<file path="config.mk">
export PLATFORM = sky130hd
export DESIGN_NAME = trackball_gesture_detector_top_flat
export DESIGN_NICKNAME = d
export VERILOG_FILES = /design/src/design/tgd_pkg.sv /design/src/design/tgd_if.sv /design/src/design/tgd_engine.sv /design/src/design/trackball_gesture_detector_top.sv /design/src/flat_wrapper.sv
export SDC_FILE = /design/constraint.sdc
export NUM_CORES = 1
export LEC_CHECK = 0
export BUFFER_PORTS_ARGS = -buffer_cell sky130_fd_sc_hd__buf_2
export CAP_MARGIN = 5
export CORE_ASPECT_RATIO = 0.6
export CORE_MARGIN = 2
export CORE_UTILIZATION = 63
export CTS_CLUSTER_DIAMETER = 100
export CTS_CLUSTER_SIZE = 30
export DETAILED_ROUTE_END_ITERATION = 6
export HOLD_SLACK_MARGIN = 0.12
export PLACE_DENSITY = 0.91
export SKIP_CTS_REPAIR_TIMING = 1
export SYNTH_ARGS = -nofsm -noshare
export SYNTH_HDL_FRONTEND = slang
export SYNTH_HIERARCHICAL = 1
export SYNTH_SLANG_ARGS = --single-unit
</file>
<file path="constraint.sdc">
create_clock -name clock -period 11.09 [get_ports clock]
set_input_delay 0.5545 -clock clock [delete_from_list [all_inputs] [get_ports clock]]
set_output_delay 0.5545 -clock clock [all_outputs]
set_load 0.1 [all_outputs]
</file>
<file path="src/design/tgd_pkg.sv">
// Shared types and constants of the trackball gesture detector.
// Used by the channel interfaces, the gesture engine and the top level.
package tgd_pkg;

   // Report modes.
   localparam logic [1:0] MODE_POINTER = 2'd0;
   localparam logic [1:0] MODE_SPACES  = 2'd1;
   localparam logic [1:0] MODE_PAGE    = 2'd2;
   localparam logic [1:0] MODE_FLICK   = 2'd3;

   // Gesture directions.
   localparam logic [1:0] DIR_RIGHT = 2'd0;
   localparam logic [1:0] DIR_LEFT  = 2'd1;
   localparam logic [1:0] DIR_DOWN  = 2'd2;
   localparam logic [1:0] DIR_UP    = 2'd3;

   // Gesture sets.
   localparam logic SET_SPACES = 1'b0;
   localparam logic SET_PAGE   = 1'b1;

   // Control register indexes.
   localparam int unsigned CSR_INDEX_WIDTH = 3;
   localparam int unsigned CSR_DATA_WIDTH  = 16;
   localparam logic [CSR_INDEX_WIDTH-1:0] CSR_FIRE_LEVEL            = 3'd0;
   localparam logic [CSR_INDEX_WIDTH-1:0] CSR_IDLE_GAP_MS           = 3'd1;
   localparam logic [CSR_INDEX_WIDTH-1:0] CSR_COOLDOWN_MS           = 3'd2;
   localparam logic [CSR_INDEX_WIDTH-1:0] CSR_FLICK_LEFT_THRESHOLD  = 3'd3;
   localparam logic [CSR_INDEX_WIDTH-1:0] CSR_FLICK_RIGHT_THRESHOLD = 3'd4;
   localparam logic [CSR_INDEX_WIDTH-1:0] CSR_FLICK_WINDOW_MS       = 3'd5;

   // Control register reset values.
   localparam logic [14:0]        RST_FIRE_LEVEL            = 15'd50;
   localparam logic [15:0]        RST_IDLE_GAP_MS           = 16'd120;
   localparam logic [15:0]        RST_COOLDOWN_MS           = 16'd400;
   localparam logic signed [15:0] RST_FLICK_LEFT_THRESHOLD  = -16'sd25;
   localparam logic [14:0]        RST_FLICK_RIGHT_THRESHOLD = 15'd15;
   localparam logic [15:0]        RST_FLICK_WINDOW_MS       = 16'd200;

   // Pointer clipping limits.
   localparam logic signed [15:0] CLIP_HIGH = 16'sd127;
   localparam logic signed [15:0] CLIP_LOW  = -16'sd127;

   typedef struct packed {
      logic [1:0]         mode;
      logic signed [15:0] sensor_x;
      logic signed [15:0] sensor_y;
      logic               mirrored;
      logic [31:0]        now_ms;
   } req_type;

   typedef struct packed {
      logic              move_valid;
      logic signed [7:0] move_x;
      logic signed [7:0] move_y;
      logic              gesture_fire;
      logic              gesture_set;
      logic [1:0]        gesture_dir;
      logic              to_pointer_mode;
   } rsp_type;

   typedef struct packed {
      logic [14:0]        fire_level;
      logic [15:0]        idle_gap_ms;
      logic [15:0]        cooldown_ms;
      logic signed [15:0] flick_left_threshold;
      logic [14:0]        flick_right_threshold;
      logic [15:0]        flick_window_ms;
   } cfg_type;

endpackage

</file>
<file path="src/design/tgd_if.sv">
// Valid/ready channel interfaces for motion reports and detector results.
// Payload types come from tgd_pkg.
interface tgd_req_if;
   logic             valid;
   logic             ready;
   tgd_pkg::req_type payload;

   modport source (output valid, output payload, input ready);
   modport sink (input valid, input payload, output ready);
endinterface

interface tgd_rsp_if;
   logic             valid;
   logic             ready;
   tgd_pkg::rsp_type payload;

   modport source (output valid, output payload, input ready);
   modport sink (input valid, input payload, output ready);
endinterface

</file>
<file path="src/design/tgd_engine.sv">
// Gesture engine: holds the accumulator, timestamp and flick state and turns one
// registered motion report into one result combinationally. Uses tgd_pkg.
module tgd_engine (
   input  logic             clock,
   input  logic             reset,
   input  logic             step_en,
   input  tgd_pkg::req_type item,
   input  tgd_pkg::cfg_type cfg,
   output tgd_pkg::rsp_type result
);

   logic signed [16:0] accum_h_ff, accum_h_in;
   logic signed [16:0] accum_v_ff, accum_v_in;
   logic [31:0]        last_motion_ff, last_motion_in;
   logic [31:0]        last_fire_ff, last_fire_in;
   logic               flick_armed_ff, flick_armed_in;
   logic [31:0]        flick_arm_time_ff, flick_arm_time_in;

   logic signed [16:0] sx_wide, sy_wide, horiz, vert;
   logic               motion;
   logic signed [7:0]  clip_x, clip_y;
   logic               idle_clear, in_cooldown;
   logic signed [16:0] sum_h, sum_v;
   logic [16:0]        mag_h, mag_v, thr_wide;
   logic               hit;
   logic [1:0]         dir;
   logic [31:0]        flick_age;
   logic               flick_left, flick_right, flick_in_window;

   always_comb begin
      sx_wide = 17'(item.sensor_x);
      sy_wide = 17'(item.sensor_y);
      horiz   = item.mirrored ? -sy_wide : sy_wide;
      vert    = item.mirrored ? -sx_wide : sx_wide;
      motion  = (item.sensor_x != '0) || (item.sensor_y != '0);

      // Pointer path: clip before the mirror negation.
      if (item.sensor_y > tgd_pkg::CLIP_HIGH) begin
         clip_x = 8'(tgd_pkg::CLIP_HIGH);
      end else if (item.sensor_y < tgd_pkg::CLIP_LOW) begin
         clip_x = 8'(tgd_pkg::CLIP_LOW);
      end else begin
         clip_x = item.sensor_y[7:0];
      end
      if (item.sensor_x > tgd_pkg::CLIP_HIGH) begin
         clip_y = 8'(tgd_pkg::CLIP_HIGH);
      end else if (item.sensor_x < tgd_pkg::CLIP_LOW) begin
         clip_y = 8'(tgd_pkg::CLIP_LOW);
      end else begin
         clip_y = item.sensor_x[7:0];
      end
      if (item.mirrored) begin
         clip_x = -clip_x;
         clip_y = -clip_y;
      end

      // Gesture path. Time differences wrap modulo 2^32.
      idle_clear  = (item.now_ms - last_motion_ff) > {16'd0, cfg.idle_gap_ms};
      in_cooldown = (item.now_ms - last_fire_ff) <= {16'd0, cfg.cooldown_ms};
      sum_h = (idle_clear ? 17'sd0 : accum_h_ff) + horiz;
      sum_v = (idle_clear ? 17'sd0 : accum_v_ff) + vert;
      mag_h = sum_h[16] ? 17'(-sum_h) : 17'(sum_h);
      mag_v = sum_v[16] ? 17'(-sum_v) : 17'(sum_v);
      thr_wide = {2'd0, cfg.fire_level};
      hit = (mag_h >= thr_wide) || (mag_v >= thr_wide);
      if (mag_h >= mag_v) begin
         dir = (sum_h > 17'sd0) ? tgd_pkg::DIR_RIGHT : tgd_pkg::DIR_LEFT;
      end else begin
         dir = (sum_v > 17'sd0) ? tgd_pkg::DIR_DOWN : tgd_pkg::DIR_UP;
      end

      // Flick path.
      flick_age       = item.now_ms - flick_arm_time_ff;
      flick_in_window = flick_age <= {16'd0, cfg.flick_window_ms};
      flick_left      = horiz <= 17'(cfg.flick_left_threshold);
      flick_right     = horiz >= $signed({2'd0, cfg.flick_right_threshold});

      result            = '0;
      accum_h_in        = accum_h_ff;
      accum_v_in        = accum_v_ff;
      last_motion_in    = last_motion_ff;
      last_fire_in      = last_fire_ff;
      flick_armed_in    = flick_armed_ff;
      flick_arm_time_in = flick_arm_time_ff;

      unique case (item.mode)
         tgd_pkg::MODE_POINTER: begin
            result.move_valid = 1'b1;
            result.move_x     = clip_x;
            result.move_y     = clip_y;
            flick_armed_in    = 1'b0;
         end
         tgd_pkg::MODE_SPACES, tgd_pkg::MODE_PAGE: begin
            if (motion) begin
               last_motion_in = item.now_ms;
               if (in_cooldown || hit) begin
                  accum_h_in = '0;
                  accum_v_in = '0;
               end else begin
                  accum_h_in = sum_h;
                  accum_v_in = sum_v;
               end
               if (!in_cooldown && hit) begin
                  result.gesture_fire = 1'b1;
                  result.gesture_set  = (item.mode == tgd_pkg::MODE_PAGE) ?
                                        tgd_pkg::SET_PAGE : tgd_pkg::SET_SPACES;
                  result.gesture_dir  = dir;
                  last_fire_in        = item.now_ms;
               end
            end
         end
         tgd_pkg::MODE_FLICK: begin
            if (motion) begin
               priority if (flick_left) begin
                  flick_armed_in    = 1'b1;
                  flick_arm_time_in = item.now_ms;
               end else if (flick_armed_ff && flick_right) begin
                  result.to_pointer_mode = flick_in_window;
                  flick_armed_in         = 1'b0;
               end else if (flick_armed_ff && !flick_in_window) begin
                  flick_armed_in = 1'b0;
               end else begin
                  flick_armed_in = flick_armed_ff;
               end
            end
         end
         default: begin
            result = '0;
         end
      endcase
   end

   always_ff @(posedge clock) begin
      if (reset) begin
         accum_h_ff        <= '0;
         accum_v_ff        <= '0;
         last_motion_ff    <= '0;
         last_fire_ff      <= '0;
         flick_armed_ff    <= 1'b0;
         flick_arm_time_ff <= '0;
      end else if (step_en) begin
         accum_h_ff        <= accum_h_in;
         accum_v_ff        <= accum_v_in;
         last_motion_ff    <= last_motion_in;
         last_fire_ff      <= last_fire_in;
         flick_armed_ff    <= flick_armed_in;
         flick_arm_time_ff <= flick_arm_time_in;
      end
   end

   // A fire always leaves both accumulators cleared.
   assert property (@(posedge clock) disable iff (reset)
      step_en && result.gesture_fire |=> accum_h_ff == '0 && accum_v_ff == '0)
      else $error("accumulators not cleared after a gesture fire");

   // The accumulators only change on a gesture report.
   assert property (@(posedge clock) disable iff (reset)
      step_en && item.mode != tgd_pkg::MODE_SPACES && item.mode != tgd_pkg::MODE_PAGE
      |=> $stable(accum_h_ff) && $stable(accum_v_ff))
      else $error("accumulators changed outside gesture mode");

   // A pointer report always leaves the flick detector disarmed.
   assert property (@(posedge clock) disable iff (reset)
      step_en && item.mode == tgd_pkg::MODE_POINTER |=> !flick_armed_ff)
      else $error("flick detector still armed after a pointer report");

endmodule

</file>
<file path="src/design/trackball_gesture_detector_top.sv">
// Top level of the trackball gesture detector: channel handshake, control
// registers and pipeline registers around tgd_engine. Uses tgd_pkg and tgd_if.
//
// The detector takes one motion report beat per clock on req_bus unless the
// result consumer holds it back, and returns exactly one result beat per
// report on rsp_bus, in order. A report is first captured in an input register;
// when the output register is empty or being drained, the engine computes its
// result and updates the gesture state in a single step, and the result is
// captured in the output register, from which it is offered on rsp_bus. The
// sustained rate is one report per cycle, set by the state update loop in the
// engine while the consumer keeps up, and a new report is taken while a finished
// result still waits for the consumer. Pointer mode (0) passes the swapped axes
// through, clipped to plus or minus 127 and negated when mirrored. The gesture
// modes (1 spaces, 2 page) accumulate motion and fire a direction once either
// accumulated magnitude reaches the threshold; flick mode (3) requests the
// pointer layer after a left flick followed by a right one within the window.
// Control registers are written through csr_we, csr_index and csr_wdata and
// should only be changed while no report is in flight; writes to unused indexes
// are ignored.
module trackball_gesture_detector_top (
   input  logic                                   clock,
   input  logic                                   reset,
   tgd_req_if.sink                                req_bus,
   tgd_rsp_if.source                              rsp_bus,
   input  logic                                   csr_we,
   input  logic [tgd_pkg::CSR_INDEX_WIDTH-1:0]    csr_index,
   input  logic [tgd_pkg::CSR_DATA_WIDTH-1:0]     csr_wdata
);

   tgd_pkg::cfg_type cfg_ff, cfg_in;

   // Input stage.
   logic             in_valid_ff, in_valid_in;
   tgd_pkg::req_type in_item_ff;

   // Output stage.
   logic             rsp_valid_ff, rsp_valid_in;
   tgd_pkg::rsp_type rsp_payload_ff;
   tgd_pkg::rsp_type step_result;

   logic req_take;
   logic advance;

   // The captured report moves on when the output register is empty or its
   // beat is being taken in this same cycle.
   assign advance  = in_valid_ff && (!rsp_valid_ff || rsp_bus.ready);
   assign req_take = req_bus.valid && req_bus.ready;

   assign req_bus.ready   = !in_valid_ff || advance;
   assign rsp_bus.valid   = rsp_valid_ff;
   assign rsp_bus.payload = rsp_payload_ff;

   always_comb begin
      in_valid_in  = req_take || (in_valid_ff && !advance);
      rsp_valid_in = advance || (rsp_valid_ff && !rsp_bus.ready);
   end

   always_comb begin
      cfg_in = cfg_ff;
      if (csr_we) begin
         unique case (csr_index)
            tgd_pkg::CSR_FIRE_LEVEL:            cfg_in.fire_level = csr_wdata[14:0];
            tgd_pkg::CSR_IDLE_GAP_MS:           cfg_in.idle_gap_ms = csr_wdata;
            tgd_pkg::CSR_COOLDOWN_MS:           cfg_in.cooldown_ms = csr_wdata;
            tgd_pkg::CSR_FLICK_LEFT_THRESHOLD:  cfg_in.flick_left_threshold = csr_wdata;
            tgd_pkg::CSR_FLICK_RIGHT_THRESHOLD: cfg_in.flick_right_threshold = csr_wdata[14:0];
            tgd_pkg::CSR_FLICK_WINDOW_MS:       cfg_in.flick_window_ms = csr_wdata;
            default: begin
               cfg_in = cfg_ff;
            end
         endcase
      end
   end

   always_ff @(posedge clock) begin
      if (reset) begin
         cfg_ff.fire_level            <= tgd_pkg::RST_FIRE_LEVEL;
         cfg_ff.idle_gap_ms           <= tgd_pkg::RST_IDLE_GAP_MS;
         cfg_ff.cooldown_ms           <= tgd_pkg::RST_COOLDOWN_MS;
         cfg_ff.flick_left_threshold  <= tgd_pkg::RST_FLICK_LEFT_THRESHOLD;
         cfg_ff.flick_right_threshold <= tgd_pkg::RST_FLICK_RIGHT_THRESHOLD;
         cfg_ff.flick_window_ms       <= tgd_pkg::RST_FLICK_WINDOW_MS;
         in_valid_ff                  <= 1'b0;
         rsp_valid_ff                 <= 1'b0;
      end else begin
         cfg_ff       <= cfg_in;
         in_valid_ff  <= in_valid_in;
         rsp_valid_ff <= rsp_valid_in;
      end
   end

   // Payload registers carry no reset.
   always_ff @(posedge clock) begin
      if (req_take) begin
         in_item_ff <= req_bus.payload;
      end
      if (advance) begin
         rsp_payload_ff <= step_result;
      end
   end

   tgd_engine u_engine (
      .clock   (clock),
      .reset   (reset),
      .step_en (advance),
      .item    (in_item_ff),
      .cfg     (cfg_ff),
      .result  (step_result)
   );

   // A result describes at most one kind of event.
   assert property (@(posedge clock) disable iff (reset)
      rsp_valid_ff && rsp_payload_ff.gesture_fire
      |-> !rsp_payload_ff.move_valid && !rsp_payload_ff.to_pointer_mode)
      else $error("gesture fire mixed with another event");

   // Without a fire the gesture fields stay zero.
   assert property (@(posedge clock) disable iff (reset)
      rsp_valid_ff && !rsp_payload_ff.gesture_fire
      |-> rsp_payload_ff.gesture_dir == tgd_pkg::DIR_RIGHT
          && rsp_payload_ff.gesture_set == tgd_pkg::SET_SPACES)
      else $error("gesture fields set without a fire");

   // Pointer motion never leaves the clipping range.
   assert property (@(posedge clock) disable iff (reset)
      rsp_valid_ff && rsp_payload_ff.move_valid |-> rsp_payload_ff.move_x != 8'sh80
          && rsp_payload_ff.move_y != 8'sh80)
      else $error("pointer motion outside the clipping range");

   // Every report that advances shows up as a result in the next cycle.
   assert property (@(posedge clock) disable iff (reset)
      advance |=> rsp_valid_ff)
      else $error("advanced report produced no result");

endmodule

</file>
<file path="src/flat_wrapper.sv">
// flat-port wrapper written by rule: the top's interface ports become plain ports
module trackball_gesture_detector_top_flat 
  (clock, reset, csr_we, csr_index, csr_wdata, req_bus_valid, req_bus_payload, req_bus_ready, rsp_bus_valid, rsp_bus_payload, rsp_bus_ready);
  tgd_req_if req_bus_i ();
  tgd_rsp_if rsp_bus_i ();
  input  logic clock;
  input  logic reset;
  input  logic csr_we;
  input  logic [tgd_pkg::CSR_INDEX_WIDTH-1:0] csr_index;
  input  logic [tgd_pkg::CSR_DATA_WIDTH-1:0] csr_wdata;
  input wire logic [$bits(req_bus_i.valid)-1:0] req_bus_valid;
  input wire logic [$bits(req_bus_i.payload)-1:0] req_bus_payload;
  output wire logic [$bits(req_bus_i.ready)-1:0] req_bus_ready;
  output wire logic [$bits(rsp_bus_i.valid)-1:0] rsp_bus_valid;
  output wire logic [$bits(rsp_bus_i.payload)-1:0] rsp_bus_payload;
  input wire logic [$bits(rsp_bus_i.ready)-1:0] rsp_bus_ready;
  assign req_bus_i.valid = req_bus_valid;
  assign req_bus_i.payload = req_bus_payload;
  assign req_bus_ready = req_bus_i.ready;
  assign rsp_bus_valid = rsp_bus_i.valid;
  assign rsp_bus_payload = rsp_bus_i.payload;
  assign rsp_bus_i.ready = rsp_bus_ready;
  trackball_gesture_detector_top u_core (.clock(clock), .reset(reset), .req_bus(req_bus_i), .rsp_bus(rsp_bus_i), .csr_we(csr_we), .csr_index(csr_index), .csr_wdata(csr_wdata));
endmodule
</file>
Word-level counts from Yosys, hierarchy flattened --
Cells that the tools add are included.
Storage, ports and cells: output and inout port bits 24, input bits 91, ROM bits 0, logic and storage cells 128, RAM bits 0, memories kept 0, flip-flop bits (word level) 316, latch bits 0
Operators by class: $mul 0, shifts and indexed selects 0, equal/unequal tests 10, bitwise operators 3, reduce and logical (&&, ||, !) cells 39, order comparisons 14, div/mod/pow operators 0, $add $sub $neg 11, mux-type cells 25
Operators by type and width (number):
- $mux W17 | 9
- $sub A32 B32 Y32 | 3
- $le A32 B16 Y1 | 2
- $mux W8 | 6
- $add A17 B17 Y17 | 2
- $ge A17 B15 Y1 | 2
- $gt A17 B1 Y1 const B | 2
- $neg A16 Y17 | 2
- $neg A17 Y17 | 2
- $gt A16 B8 Y1 const B | 2
- $gt A32 B16 Y1 | 1
- $lt A16 B8 Y1 const B | 2
- $reduce_bool A16 Y1 | 2
- $ge A17 B16 Y1 | 1
- $ge A17 B17 Y1 | 1
- $le A17 B16 Y1 | 1
- $neg A8 Y8 | 2
- $reduce_and A2 Y1 | 7
- $reduce_and A4 Y1 | 3
- $logic_and A1 B1 Y1 | 7
- $logic_or A1 B1 Y1 | 7
- $mux W1 | 7
- $eq A3 B2 Y1 const B | 2
- $eq A3 B3 Y1 const B | 2
- other kinds (16) | 25

Longest topological paths before layout --
depth after elaboration 10, depth in mapped cells 52, depth with buffers taken out 50

By module --
The synthesis kept the hierarchy.
Modules (own cells, without submodules):
- tgd_engine | area an instance 17087.6 um2, instances 1, sequential area each 2622.5 um2, cells an instance 2286
- trackball_gesture_detector_top | area an instance 6481.2 um2, instances 1, sequential area each 4594.4 um2, cells an instance 448

Worst setup path after synthesis --
No wires, ideal clock.
path type register -> register, start reg u_core/in_item_ff[1] in the netlist's numbering, end reg u_core.rsp_payload_ff, in the netlist u_core/rsp_bus.payload[1] (data pin), library setup time 0.261 ns, arrival 8.990 ns, path buffers 3, slack 1.839 ns, clock period less this slack 9.251 ns, data required time 10.829 ns, cell stages (with the launch flop) 50, cell sequence edfxtp_1 ha_1 nor2b_1 o31a_1 o31a_1 a21o_1 a21o_1 a21oi_1 xnor2_1 ha_1 a21oi_1 nor2b_1 o21ai_0 a32oi_1 a311o_1 nor4_2 nand4b_1 nor2_1 [... 14 more ...] buf_2 nor2_1 a21o_1 inv_1 ha_1 nor2b_1 o21a_1 o21a_1 o21a_1 o21a_1 o21ai_0 a21oi_1 nor2_1 o21ai_0 a211o_1 a31oi_1 nand2_1 o311a_1
On the way: cells in the longest elaborated chain, start to end 10, elaborated cells between the ends (all ways) 24, classes of those cells 6 x add/sub; 7 x order compare; 7 x mux; 4 x reduce/logical
Ends and longest elaborated chain:
- start, declared | line trackball_gesture_detector_top.sv:34 | tgd_pkg::req_type in_item_ff;
- start signal, assigned | line trackball_gesture_detector_top.sv:95 | in_item_ff <= req_bus.payload;
- $sub A32 B32 Y32 | line tgd_engine.sv:58 | idle_clear = (item.now_ms - last_motion_ff) > {16'd0, cfg.idle_gap_ms};
- $gt A32 B16 Y1 | line tgd_engine.sv:58
- $mux W17, on equally long branches | line tgd_engine.sv:60, tgd_engine.sv:61
- $add A17 B17 Y17, on equally long branches | line tgd_engine.sv:60, tgd_engine.sv:61
- $neg A17 Y17, on equally long branches | line tgd_engine.sv:62, tgd_engine.sv:63
- $mux W17, on equally long branches | line tgd_engine.sv:62, tgd_engine.sv:63
- $ge A17 B15 Y1 | line tgd_engine.sv:65 | hit = (mag_h >= thr_wide) || (mag_v >= thr_wide);
- $logic_or A1 B1 Y1 | line tgd_engine.sv:65
- $logic_and A1 B1 Y1 | line tgd_engine.sv:103 | if (!in_cooldown && hit) begin
- $reduce_and A3 Y1 (no line)
- end signal, assigned | line trackball_gesture_detector_top.sv:98 | rsp_payload_ff <= step_result;
- end, declared | line trackball_gesture_detector_top.sv:38 | tgd_pkg::rsp_type rsp_payload_ff;
Parallel ways exist; a longest one is shown, timed or not. A chain may end at the register's enable or synchronous reset.

Final worst setup path --
start reg u_core/in_item_ff[1] in the netlist's numbering, end reg u_core.u_engine.last_fire_ff[0]
On the way: cells in the longest elaborated chain, start to end 10, elaborated cells between the ends (all ways) 18, classes of those cells 6 x add/sub; 4 x order compare; 4 x mux; 4 x reduce/logical
Ends and longest elaborated chain:
- $sub A32 B32 Y32 | line tgd_engine.sv:58
- $gt A32 B16 Y1 | line tgd_engine.sv:58
- $mux W17, on equally long branches | line tgd_engine.sv:60, tgd_engine.sv:61
- $add A17 B17 Y17, on equally long branches | line tgd_engine.sv:60, tgd_engine.sv:61
- $neg A17 Y17, on equally long branches | line tgd_engine.sv:62, tgd_engine.sv:63
- $mux W17, on equally long branches | line tgd_engine.sv:62, tgd_engine.sv:63
- $ge A17 B15 Y1 | line tgd_engine.sv:65
- $logic_or A1 B1 Y1 | line tgd_engine.sv:65
- $logic_and A1 B1 Y1 (*) | line tgd_engine.sv:103
- $reduce_and A4 Y1 (no line) (*)
- end signal, assigned | line tgd_engine.sv:145 | last_fire_ff <= last_fire_in;
- end, declared | line tgd_engine.sv:15 | logic [31:0] last_fire_ff, last_fire_in;
Every way passes the cells marked *; elsewhere a longest branch is shown, timed or not.

==> qor.csv <==
metric;value;unit
status;finished with violations;
violations;design-rule violations;
synth.area.top_cells;dfxtp_1 (19%), ha_1 (14%), edfxtp_1 (11%);
die_area;0.0390;sq mm
die_h;154;um
antenna_found_initial;0;
p_per_area;115;mW/mm^2
reg2reg_to;u_core/u_engine/last_fire_ff[0]$_SDFFE_PP0P_;
nets;3146;
wire_per_inst;21.0;um
seqPwrFrac;0.443;
p_leak;10.6;nW
synth_mux_area_frac;0.0596;
path_clk_slew;0.13;ns
htreeDepth;1;
place_ws;0.382;ns
min_period;10.71;ns
p_sw_frac;0.357;
synth_ff_type;dfxtp_1;
synth_compound_area_frac;0.197;
dp_hpwl;53.3;mm
crit_top_cell;ha_1;
ant_nets;0;
diodes;0;
ys.warnings.count;6;
r2r_start;u_core/in_item_ff[1]$_DFFE_PP_;
intPower;1.85;mW
start_util;0.644;
syn_area_per_cell;8.62;sq um
port_buffers;114;
maxSlewViolCount;0;
arrival;11.17;ns
std_cell_rows;54;
vdd_drop_max;0.0898;mV
drt_pass1_iterations;7;
cts_sinks;316;
synth_largest_area_cell;dfxtp_1;
syn_nets;3091;
fmax;0.0934;GHz
busiest_layer;met1;
cts_inserted_buffers;14;
min_period_over_period;0.966;
vias;21000;
gr-usage-met3;0.101;
cp-end-kind;flop;
drt_iter0_markers;2831;
use_met2;0.481;
synth_xor_area_frac;0.0543;
ff2ff_setup_slack;0.38;ns
slowest_stage;a2111oi_0;
drv_cap;0;
clk_path_buf_depth;3;
hold_ws;0.176;ns
worst_ep_required_time;11.55;ns
coreArea;0.0366;sq mm
cts-root-buf;clkbuf_16;
grt_pass1_wl;106;mm
cts_tree;yes;
worst_slack;0.379;ns
syn_to_final_growth;6.00;%
setup_viol_count_final;0;
viasPerCell;6.38;
drc;1;
drive_gt1_frac;0.0801;
gr-usage-all-layers;0.342;
die_w;254;um
critPathLaunchType;flop;
final_cell_mix;inv_1 (295), ha_1 (261), dfxtp_1 (227);
ios;115;
synthCells;2734;
min_path_type;in2reg;
yosys.area_share.adder;0.143;
path_max_fanout;32;
switchingPower;1.02;mW
yosysUniqueCellTypes;99;
grt_pass1_vias;19400;
crit_start;u_core/in_item_ff[1]$_DFFE_PP_;
postLayoutCellArea;0.0250;sq mm
tightest_slew;1.45;ns
syn-cell-area;0.0236;sq mm
final_common_cell;inv_1;
slowest_delay;0.90;ns
met1_usage;0.510;
max-slew-margin-rel;0.0227;
synth_simple_gate_area_frac;0.174;
routed_wl;69.2;mm
pwr-share-clk;0.229;
synth_edf_count;89;
gp_congestion;0.990;
async_reset_ff_frac;0;
critPathKind;reg2reg;
yosysTopAreaCellShare;0.193;
hold_viol;0;
hold_depth;1;
clock_latency;0.54;ns
synth_top_family_by_area;compound AO/OA/AOI/OAI gates;
power_frac_comb;0.328;
grt_max_degree;108;
crit_end;u_core/u_engine/last_fire_ff[0]$_SDFFE_PP0P_;
ys_ff_latch;316;
clock-skew-final;0.0255;ns
ys_seq_area_frac;0.306;
grt-ovfl-total;0;
rr_worst_depth;39;
placed_area;0.0244;sq mm
## cell usage after synthesis, types with 6 or more instances
| library cell | count |
|---|---|
| nand3_1 | 35 |
| nor4_1 | 12 |
| nand4_1 | 42 |
| nor3_1 | 53 |
| o22ai_2 | 30 |
| dfxtp_1 | 227 |
| nor3b_1 | 6 |
| mux2i_1 | 137 |
| clkbuf_1 | 70 |
| and2_1 | 44 |
| o21bai_1 | 14 |
| a2111oi_0 | 9 |
| o22ai_1 | 6 |
| and3_1 | 17 |
| o31ai_1 | 18 |
| a211o_1 | 7 |
| o21ai_0 | 102 |
| o41ai_1 | 6 |
| nor2_1 | 221 |
| nand2_1 | 179 |
| ha_1 | 261 |
| a21o_1 | 82 |
| buf_6 | 9 |
| nand2b_1 | 104 |
| inv_1 | 295 |
| a211oi_1 | 18 |
| or3_1 | 9 |
| a21oi_1 | 177 |
| or4_1 | 10 |
| nor2b_1 | 32 |
| o2111ai_1 | 7 |
| a22o_1 | 35 |
| a21boi_0 | 7 |
| xnor2_1 | 106 |
| or2_2 | 10 |
| o211ai_1 | 16 |
| a31oi_1 | 22 |
| xor2_1 | 40 |
| a41oi_1 | 6 |
| o21a_1 | 43 |
| edfxtp_1 | 89 |
| buf_2 | 13 |
## logic make-up after synthesis
family | count (synthesis)
muxes | 140
DFF | 316
buffers and inverters | 392
xor gates and xnor gates | 146
and+or+nand+nor | 808
adders and majority gates | 266
AOI/OAI and AO/OA | 666
## stage by stage
stage | std cells | setup TNS (ns) | power, mW | util
after global routing | 3300 | -0.00253 | 2.99 | 0.682
final | 3300 | 0 | 2.87 | 0.682
after floorplan | 2734 | 0 | 1.94 | -
after global placement | 3267 | 0 | 2.14 | 0.667
after CTS | 3290 | 0 | 2.83 | 0.679
after detailed placement | 3267 | 0 | 2.18 | 0.667
## critical path: cells and delay by family, from the launching register on
| family | cells | cell delay (ns) |
|---|---|---|
| adder cells (fa/ha/maj) | 4 | 1.22 |
| AND/OR/NAND/NOR | 12 | 2.66 |
| XOR/XNOR | 3 | 0.60 |
| AO/OA/AOI/OAI | 19 | 5.41 |
| buffers and inverters | 1 | 0.21 |
| flip-flops | 1 | 0.53 |
## worst min path at each step
stage                                                                  to                                       startpoint  slack [ns]
after floorplan               u_core/u_engine/accum_h_ff[10]$_SDFFE_PP0P_      u_core/u_engine/accum_h_ff[10]$_SDFFE_PP0P_        0.43
after global placement    u_core/u_engine/last_motion_ff[11]$_SDFFE_PP0P_  u_core/u_engine/last_motion_ff[11]$_SDFFE_PP0P_        0.44
after detailed placement       u_core/u_engine/accum_h_ff[5]$_SDFFE_PP0P_       u_core/u_engine/accum_h_ff[5]$_SDFFE_PP0P_        0.45
after CTS                                 u_core/in_item_ff[13]$_DFFE_PP_                              req_bus_payload[13]        0.17
after global routing                      u_core/in_item_ff[13]$_DFFE_PP_                              req_bus_payload[13]        0.17
final                                     u_core/in_item_ff[13]$_DFFE_PP_                              req_bus_payload[13]        0.18
## final cells by class
cell class                      count  area, sq um
Multi-Input combinational cell   2027        14800
Fill cell                        2901        11600
Sequential cell                   316         7220
Inverter                          295         1110
Timing Repair Buffer              135          763
Tap cell                          504          631
Clock buffer                       22          413
Clock inverter                      1         16.3
## power groups by stage
stage	registers [mW]	clock network, mW	logic, mW
after floorplan	1.32	0	0.621
after global placement	1.30	0	0.848
final	1.27	0.657	0.943
after detailed placement	1.30	0	0.886
after CTS	1.27	0.662	0.895
after global routing	1.28	0.695	1.02
## per-layer routing
| layer | vias to the layer above | wire length (um) | part of all wire |
|---|---|---|---|
| li1 | 9795 | - | - |
| met1 | 9917 | 30700 | 0.44 |
| met2 | 1198 | 27700 | 0.40 |
| met3 | 136 | 9240 | 0.13 |
| met4 | 0 | 1590 | 0.023 |
| met5 | - | 0 | 0 |
## flip-flops by register name, summed over array words and instances, names as in the netlist
name                               count
u_core/u_engine/flick_arm_time_ff     32
u_core/u_engine/last_fire_ff          32
u_core/u_engine/flick_armed_ff         1
u_core/rsp_bus.valid                   1
u_core/u_engine/last_motion_ff        32
u_core/u_engine/accum_v_ff            17
u_core/in_item_ff                     67
u_core/rsp_bus.payload                22
u_core/in_valid_ff                     1
u_core/u_engine/accum_h_ff            17
u_core/cfg_ff                         94
(Power assumes the default switching activity.)
